## config.mk

```make
export PLATFORM = sky130hd
export DESIGN_NAME = mcp_front
export DESIGN_NICKNAME = d
export VERILOG_FILES = /design/src/hdl/mcp_pkg.sv /design/src/hdl/mcp_front.sv
export SDC_FILE = /design/constraint.sdc
export NUM_CORES = 1
export LEC_CHECK = 0
export BUFFER_PORTS_ARGS = -buffer_cell sky130_fd_sc_hd__buf_4
export CAP_MARGIN = 0
export CORE_ASPECT_RATIO = 0.75
export CORE_MARGIN = 2
export CORE_UTILIZATION = 25
export CTS_CLUSTER_DIAMETER = 30
export DETAILED_ROUTE_END_ITERATION = 12
export PLACE_DENSITY = 0.42
export SETUP_SLACK_MARGIN = 0.15
export SLEW_MARGIN = 20
export SYNTH_ARGS = -nofsm -noshare
export SYNTH_HDL_FRONTEND = slang
export SYNTH_SLANG_ARGS = --single-unit
export TNS_END_PERCENT = 10
```

## constraint.sdc

```tcl
create_clock -name clk -period 2.7 [get_ports clk]
set_input_delay 0.27 -clock clk [delete_from_list [all_inputs] [get_ports clk]]
set_output_delay 0.27 -clock clk [all_outputs]
set_load 0.1 [all_outputs]
```

## src/hdl/mcp_pkg.sv

```systemverilog
// Shared types, constants and helpers of the median-cut palette block.
// No dependencies.
package mcp_pkg;

    localparam logic [1:0]  CH_RED   = 2'd0;
    localparam logic [1:0]  CH_GREEN = 2'd1;
    localparam logic [1:0]  CH_BLUE  = 2'd2;
    localparam logic [10:0] KEY_SPAN = 11'd1530;
    localparam logic        CFG_PALETTE_SIZE = 1'b0;
    localparam logic        CFG_LUMA_MIN     = 1'b1;

    typedef struct packed {
        logic       last;
        logic [7:0] red;
        logic [7:0] green;
        logic [7:0] blue;
    } pixel_t;

    typedef struct packed {
        logic [5:0] entry_index;
        logic [7:0] red_mean;
        logic [7:0] green_mean;
        logic [7:0] blue_mean;
        logic       empty_box;
        logic       pixels_dropped;
        logic       last_entry;
    } result_t;

    function automatic logic [7:0] chan_of(input logic [23:0] px, input logic [1:0] sel);
        logic [7:0] v;
        case (sel)
            CH_RED:   v = px[23:16];
            CH_GREEN: v = px[15:8];
            default:  v = px[7:0];
        endcase
        return v;
    endfunction

endpackage

```

## src/hdl/mcp_front.sv

```systemverilog
// Front queue: accepts pixel items and holds up to two for the engine.
// Depends on mcp_pkg.
module mcp_front (
    input  logic            clk,
    input  logic            rst_n,
    input  logic            push,
    output logic            full,
    input  mcp_pkg::pixel_t item_in,
    output logic            item_valid,
    output mcp_pkg::pixel_t item_out,
    input  logic            item_take
);

    mcp_pkg::pixel_t slot_reg [2];
    logic [1:0] cnt_reg, cnt_next;
    logic       wr_reg, rd_reg;
    logic       do_push, do_take;

    assign full       = (cnt_reg == 2'd2);
    assign item_valid = (cnt_reg != 2'd0);
    assign item_out   = slot_reg[rd_reg];
    assign do_push    = push && !full;
    assign do_take    = item_take && item_valid;

    always_comb
    begin
        cnt_next = cnt_reg;
        if (do_push && !do_take)
        begin
            cnt_next = cnt_reg + 2'd1;
        end
        else if (!do_push && do_take)
        begin
            cnt_next = cnt_reg - 2'd1;
        end
    end

    always_ff @(posedge clk or negedge rst_n)
    begin
        if (!rst_n)
        begin
            cnt_reg <= 2'd0;
            wr_reg  <= 1'b0;
            rd_reg  <= 1'b0;
        end
        else
        begin
            cnt_reg <= cnt_next;
            if (do_push)
            begin
                wr_reg <= !wr_reg;
            end
            if (do_take)
            begin
                rd_reg <= !rd_reg;
            end
        end
    end

    always_ff @(posedge clk)
    begin
        if (do_push)
        begin
            slot_reg[wr_reg] <= item_in;
        end
    end

endmodule

```

* Yosys cells after proc, flatten, opt, wreduce, memory -nomap -nowiden *
Memories as Yosys holds them, arrays and structs flattened.
Cells that the tools add are included.

storage, ports and cells
  flip-flop bits (word level) = 4
  output and inout port bits = 27
  memories kept = 1
  RAM bits = 50

operators by class
  add/sub/neg operators = 2
  eq/ne operators = 1
  reduce and logical (&&, ||, !) cells = 11
  mux-type cells = 4

memory list
  memory    words  width  rd ports  clocked after memory_dff  wr ports  line             RTL
  slot_reg  2      25     1         0                         1         mcp_front.sv:14  mcp_pkg::pixel_t slot_reg [2];

operators with widths
  operator                                           number
  zero test 1 bit                                    5
  logical AND 1 bit                                  4
  2-to-1 mux 2 bit                                   2
  nonzero test 2 bit                                 2
  adder 2 x 1 -> 2 bit (second input constant)       1
  equality test 2 bit (second input constant)        1
  2-to-1 mux 1 bit                                   2
  subtractor 2 x 1 -> 2 bit (second input constant)  1

* Depth between registers and ports, before layout *
Gate-level depths: netlist (run 1).

  word-level depth = 7
  gate-level depth with buffers = 7

* Worst setup path before layout (run 1) *
No wires, ideal clock.

  path type = register to register
  from = register cnt_reg[0]
  to = memory slot_reg[0][0] in the netlist's numbering, enable pin
  path buffers = 0
  slack = 0.605 ns
  cell stages (with the launch flop) = 4
  setup time = 0.407 ns
  data required time = 2.293 ns
  clock period less this slack = 2.095 ns
  arrival = 1.689 ns
  cell sequence = dfrtp_1 > nand2b_1 > nand2_1 > nor2_1

between the ends
  longest elaborated chain between the ends = 5

RTL lines
  element                                 line             RTL
  start: declaration                      mcp_front.sv:15  logic [1:0] cnt_reg, cnt_next;
  start signal: assignment                mcp_front.sv:48  cnt_reg <= cnt_next;
  equality test 2 bit                     mcp_front.sv:19  assign full = (cnt_reg == 2'd2);
  zero test 1 bit                         mcp_front.sv:22  assign do_push = push && !full;
  logical AND 1 bit                       mcp_front.sv:22
  2-to-1 mux 1 bit                        mcp_front.sv:62  if (do_push)
  2-to-1 mux 1 bit (implied by the code)  mcp_front.sv:64  slot_reg[wr_reg] <= item_in;
  end: declaration                        mcp_front.sv:14

No other way between the ends.

==> qor.yml, run 1 <==
cells_and_area:
  layout.nets: 192
  area_growth_pct: 31.7
  final_cell_mix: "buf_4 (59), edfxtp_1 (50), mux2_4 (19)"
  layout-drive-gt1-share_pct: 58.3
  largest_reg_flops: 50
  final_common_cell: "buf_4"
  instances_no_fill: 268
  antenna_cells: 0
die:
  start_util_pct: 26.2
  core_area_sq_um: 8020
  dieWidth_um: 110
  die_y_um: 83.5
  dieArea_sq_um: 9180
  io_pins: 56
  num_rows: 28
critical_path:
  crit_chain: "buf_12, mux2_2, buf_4"
  critical_path.max_stage_delay_ns: 0.54
  critPathBufInv: 2
  cp-end-kind: "primary output"
  critPathArrivalTime_ns: 1.71
  r2r_slack_ns: 0.85
  cp.required_ns: 2.43
  r2r-end: "slot_reg[1][0]$_DFFE_PP_"
  worst-setup-path-type: "reg -> out"
  cp_top_family: "flip-flops"
  cp-start-kind: "flip-flop"
  crit_slowest_cell: "dfrtp_1"
  reg2regPathDepth: 3
  r2r_start: "cnt_reg[0]$_DFFE_PN0P_"
  critical_path.max_fanout: 21
routing:
  met3WireLength_um: 299
  vias: 1046
  firstDrtPassIters: 3
  drt_iter0_markers: 17
  routed.top_layer: "met4"
  antenna_left: 0
  drc_errors: 0
  wl_met1_um: 1940
  dr_wl_met2_um: 1600
  routed_via_density: 3.90
  wirelength_um: 3860
  wl_per_cell_um: 14.4
timing:
  finalCritPeriodShare_pct: 73.4
  period_minus_slack_ns: 1.98
  finalHoldViolCount: 0
  setup_viol: 0
  tns_ns: 0
  finalMaxSlewViolations: 0
  fin_hold_ws_ns: 0.146
  rsz0062_at_grt: "no"
  relSlewSlack_pct: 43.9
  max_freq_ghz: 0.505
  skew_ns: 0.00889
  worstMarginPinSlew_ns: 0.842
hold_path:
  min_from: "item_in[4]"
  hp-class: "in -> reg"
  worst_hold_path.endpoint: "slot_reg[0][4]$_DFFE_PP_"
  hold_depth: 1
cts:
  insertion_delay_ns: 0.30
  cts_made_buffers: 5
  h-tree-depth: 2
  post_cts_buffers: 0
  clk_pin_slew_ns: 0.10
  cts_buffer_depth: 2
  cts_tree: "done"
  clock-root-buffer: "clkbuf_8"
  clock-sinks: 54
synthesis:
  synth_top_area_share_pct: 71.3
  ys_warn_count: 0
  ys_seq_area_share_pct: 76.1
  synth-seq-cells: 54
  syn_nets: 127
  avgSynthCellArea_sq_um: 21.7
  syn-instance-count: 97
  synthesis.area_sq_um: 2110
  synth_cell_types: 16
  synth_area_leaders: "edfxtp_1 (71%), mux2_4 (14%), dfrtp_1 (4.8%), mux2_2 (3.2%), buf_12 (1.9%)"
  yosys.area.top_type: "edfxtp_1"
global_routing:
  grt_max_degree: 22
  grt_remaining_overflow: 0
  grt_pass1_vias: 1061
  grt_first_pass_wirelength_um: 5620
  antenna_found_initial: 0
  track_usage_pct: 8.29
place:
  dpl.cell_count: 259
  gp_congestion: 0.653
  hpwlAfterDp_um: 2730
  io_buffers: 55
status:
  outcome: "complete, no violations"
job:
  drv_cap: 0
[cell families after synthesis]
group                      Yosys count  share of synthesized area [%]
adders and majority gates            1                          0.594
xor gates and xnor gates             5                           2.08
DFF                                 54                           76.1
and+or+nand+nor                      7                           1.72
buffers and inverters                5                           2.79
muxes                               25                           16.8
[layout make-up]
type,instances,area [sq um]
Clock buffer,5,68.8
Clock inverter,3,43.8
Fill cell,781,5250
Inverter,2,7.51
Multi-Input combinational cell,38,448
Sequential cell,54,1600
Tap cell,105,131
Timing Repair Buffer,61,473
[what timing repair did]
action                                 in CTS  in global routing
endpoints found under the hold margin       4                  0
hold buffers                                1                  0
gates resized for setup                     0                  0
[worst register-to-register path: cells and delay by family, from the launching register on]
family	cells	cell delay, ns
buf+inv	1	0.28
flops	1	0.41
simple gates	2	0.88
[metrics by stage]
stage	util [%]	setup slack, ns	area [sq um]
global route	34.6	0.661	2770
floorplan	-	0.605	2110
CTS	34.6	0.702	2770
finish	34.6	0.719	2770
global placement	33.0	0.879	2650
detailed placement	33.0	0.791	2650
[cells in the mapped netlist]
cell type  number
mux2_2          6
buf_12          2
xor2_1          2
or2_1           1
nor2_1          2
nand2_2         1
inv_1           2
buf_6           1
dfrtp_1         4
nand2b_1        1
nand2_1         1
mux2_4         19
edfxtp_1       50
xnor2_1         3
and3_1          1
ha_1            1
[routing by layer]
layer | vias up | GRT usage, %
met3 | 2 | 3.20
li1 | 496 | -
met2 | 42 | 11.4
met1 | 506 | 12.3
met4 | 0 | 1.73
met5 | - | 0
[worst max-delay path by stage]
stage / to / from / slack (ns) / cells after the start
3_5_place_dp: slot_reg[1][16]$_DFFE_PP_ / cnt_reg[0]$_DFFE_PN0P_ / 0.79 / 3
2_1_floorplan: slot_reg[0][0]$_DFFE_PP_ / cnt_reg[0]$_DFFE_PN0P_ / 0.60 / 3
5_1_grt: item_out[24] / rd_reg$_DFFE_PN0P_ / 0.66 / 3
6_report: item_out[24] / rd_reg$_DFFE_PN0P_ / 0.72 / 3
3_3_place_gp: slot_reg[1][14]$_DFFE_PP_ / cnt_reg[0]$_DFFE_PN0P_ / 0.88 / 3
4_1_cts: item_out[24] / rd_reg$_DFFE_PN0P_ / 0.70 / 3
Power of run 1 is not shown: default switching activity piles up to over one toggle a cycle in this logic, so the estimate is an artifact.
==> run 2, diff against run 1 <==
==> constraint.sdc (replaced) <==
create_clock -name clk -period 2.05 [get_ports clk]
set_input_delay 0.205 -clock clk [delete_from_list [all_inputs] [get_ports clk]]
set_output_delay 0.205 -clock clk [all_outputs]
set_load 0.1 [all_outputs]
==> run 2 against run 1 <==
Final area stayed put; via count is 1.2% higher; clock-buffer cell count is 2 higher; critical endpoint is now item_out[16].
==> qor.yml, run 2 (synthesis gave the netlist of run 1 again) <==
critical_path:
  crit_chain: "buf_4, mux2_2, buf_4"
  r2r_slack_ns: 0.54
  worst-setup-path-type: "reg -> out"
  r2r-end: "cnt_reg[1]$_DFFE_PN0P_"
  critical_path.max_stage_delay_ns: 0.38
  critical_path.max_fanout: 13
  critPathArrivalTime_ns: 1.55
  cp.required_ns: 1.85
  cp-end-kind: "primary output"
  crit_start: "rd_reg$_DFFE_PN0P_"
  reg2regPathDepth: 7
  crit_slowest_cell: "mux2_2"
  path_common_cell: "buf_4"
  r2r_start: "cnt_reg[0]$_DFFE_PN0P_"
  cp-start-kind: "flip-flop"
die:
  start_util_pct: 26.2
  num_rows: 28
  core_area_sq_um: 8020
  dieWidth_um: 110
  die_y_um: 83.5
  dieArea_sq_um: 9180
  io_pins: 56
routing:
  wirelength_um: 3890
  firstDrtPassIters: 4
  vias: 1059
  antenna_left: 0
  drc_errors: 0
  routed_via_density: 3.94
  wl_per_cell_um: 14.5
  drt_iter0_markers: 30
cts:
  clock-root-buffer: "clkbuf_8"
  cts_made_buffers: 5
  clock-sinks: 54
  h-tree-depth: 2
  insertion_delay_ns: 0.30
  cts_resized: 0
  cts_tree: "done"
  post_cts_buffers: 0
  clk_pin_slew_ns: 0.09
  cts_buffer_depth: 2
timing:
  relSlewSlack_pct: 80.9
  setup_viol: 0
  finalMaxSlewViolations: 0
  tns_ns: 0
  fin_hold_ws_ns: 0.0854
  rsz0062_at_grt: "no"
  max_freq_ghz: 0.570
  worstMarginPinSlew_ns: 0.289
  skew_ns: 0.00661
  finalHoldViolCount: 0
  period_minus_slack_ns: 1.75
  finalCritPeriodShare_pct: 85.5
cells_and_area:
  area_growth_pct: 31.7
  layout-drive-gt1-share_pct: 58.5
  final_common_cell: "buf_4"
  final_util_pct: 34.6
  antenna_cells: 0
  largest_reg_flops: 50
  layout.nets: 193
  final_cell_mix: "buf_4 (61), edfxtp_1 (50), mux2_4 (19)"
place:
  hpwlAfterDp_um: 2820
  gp_congestion: 0.634
  io_buffers: 55
hold_path:
  hp-class: "in -> reg"
  min_from: "item_in[3]"
  worst_hold_path.endpoint: "slot_reg[0][3]$_DFFE_PP_"
  hold_depth: 1
global_routing:
  grt_first_pass_wirelength_um: 6070
  antenna_found_initial: 0
  grt_remaining_overflow: 0
  grt_pass1_vias: 1193
  track_usage_pct: 8.85
  grt_max_degree: 17
status:
  outcome: "complete, no violations"
job:
  drv_cap: 0
==> run 2: cell types whose count changed in the layout (fill, tap and decap cells not counted), sizes merged <==
cell	previous run	this run
inv	3	2
clkbuf	5	7
clkinv	1	0
buf	60	61
==> run 2: area by class of cell <==
class / count / area [sq um]
Multi-Input combinational cell: 38 / 448
Inverter: 2 / 7.51
Fill cell: 770 / 5250
Timing Repair Buffer: 62 / 468
Sequential cell: 54 / 1600
Clock buffer: 7 / 86.3
Tap cell: 105 / 131
Clock inverter: 1 / 30.0
==> run 2: worst max-delay path by stage <==
stage / to / depth (start not counted)
floorplan: cnt_reg[1]$_DFFE_PN0P_ / 6
detailed placement: cnt_reg[1]$_DFFE_PN0P_ / 7
CTS: item_out[16] / 3
global placement: item_out[16] / 3
finish: item_out[16] / 3
global route: item_out[16] / 3
==> run 2: timing repair <==
action,CTS,global route
hold endpoints to repair,4,0
hold buffers,1,0
endpoints found under the setup margin,0,0
==> run 2: layer usage <==
metal,wire (um),track usage [%],vias up,share of wire [%]
li1,-,-,496,-
met1,1770,11.3,516,45
met2,1770,14.1,43,45
met3,342,3.67,4,8.8
met4,17,1.73,0,0.44
met5,0,0,-,0
==> run 2: worst max-delay path, delay by kind of cell, from the launching register on <==
kind / cells / cell delay (ns)
DFF: 1 / 0.36
buffers and inverters: 2 / 0.51
muxes: 1 / 0.38
==> run 2: stage by stage <==
step	setup WS (ns)	cells	area, sq um
2_1_floorplan	0.110	97	2110
3_3_place_gp	0.636	260	2650
3_5_place_dp	0.533	260	2650
4_1_cts	0.259	269	2770
5_1_grt	0.221	269	2770
6_report	0.296	269	2770
Power of run 2 is left out for the same reason.
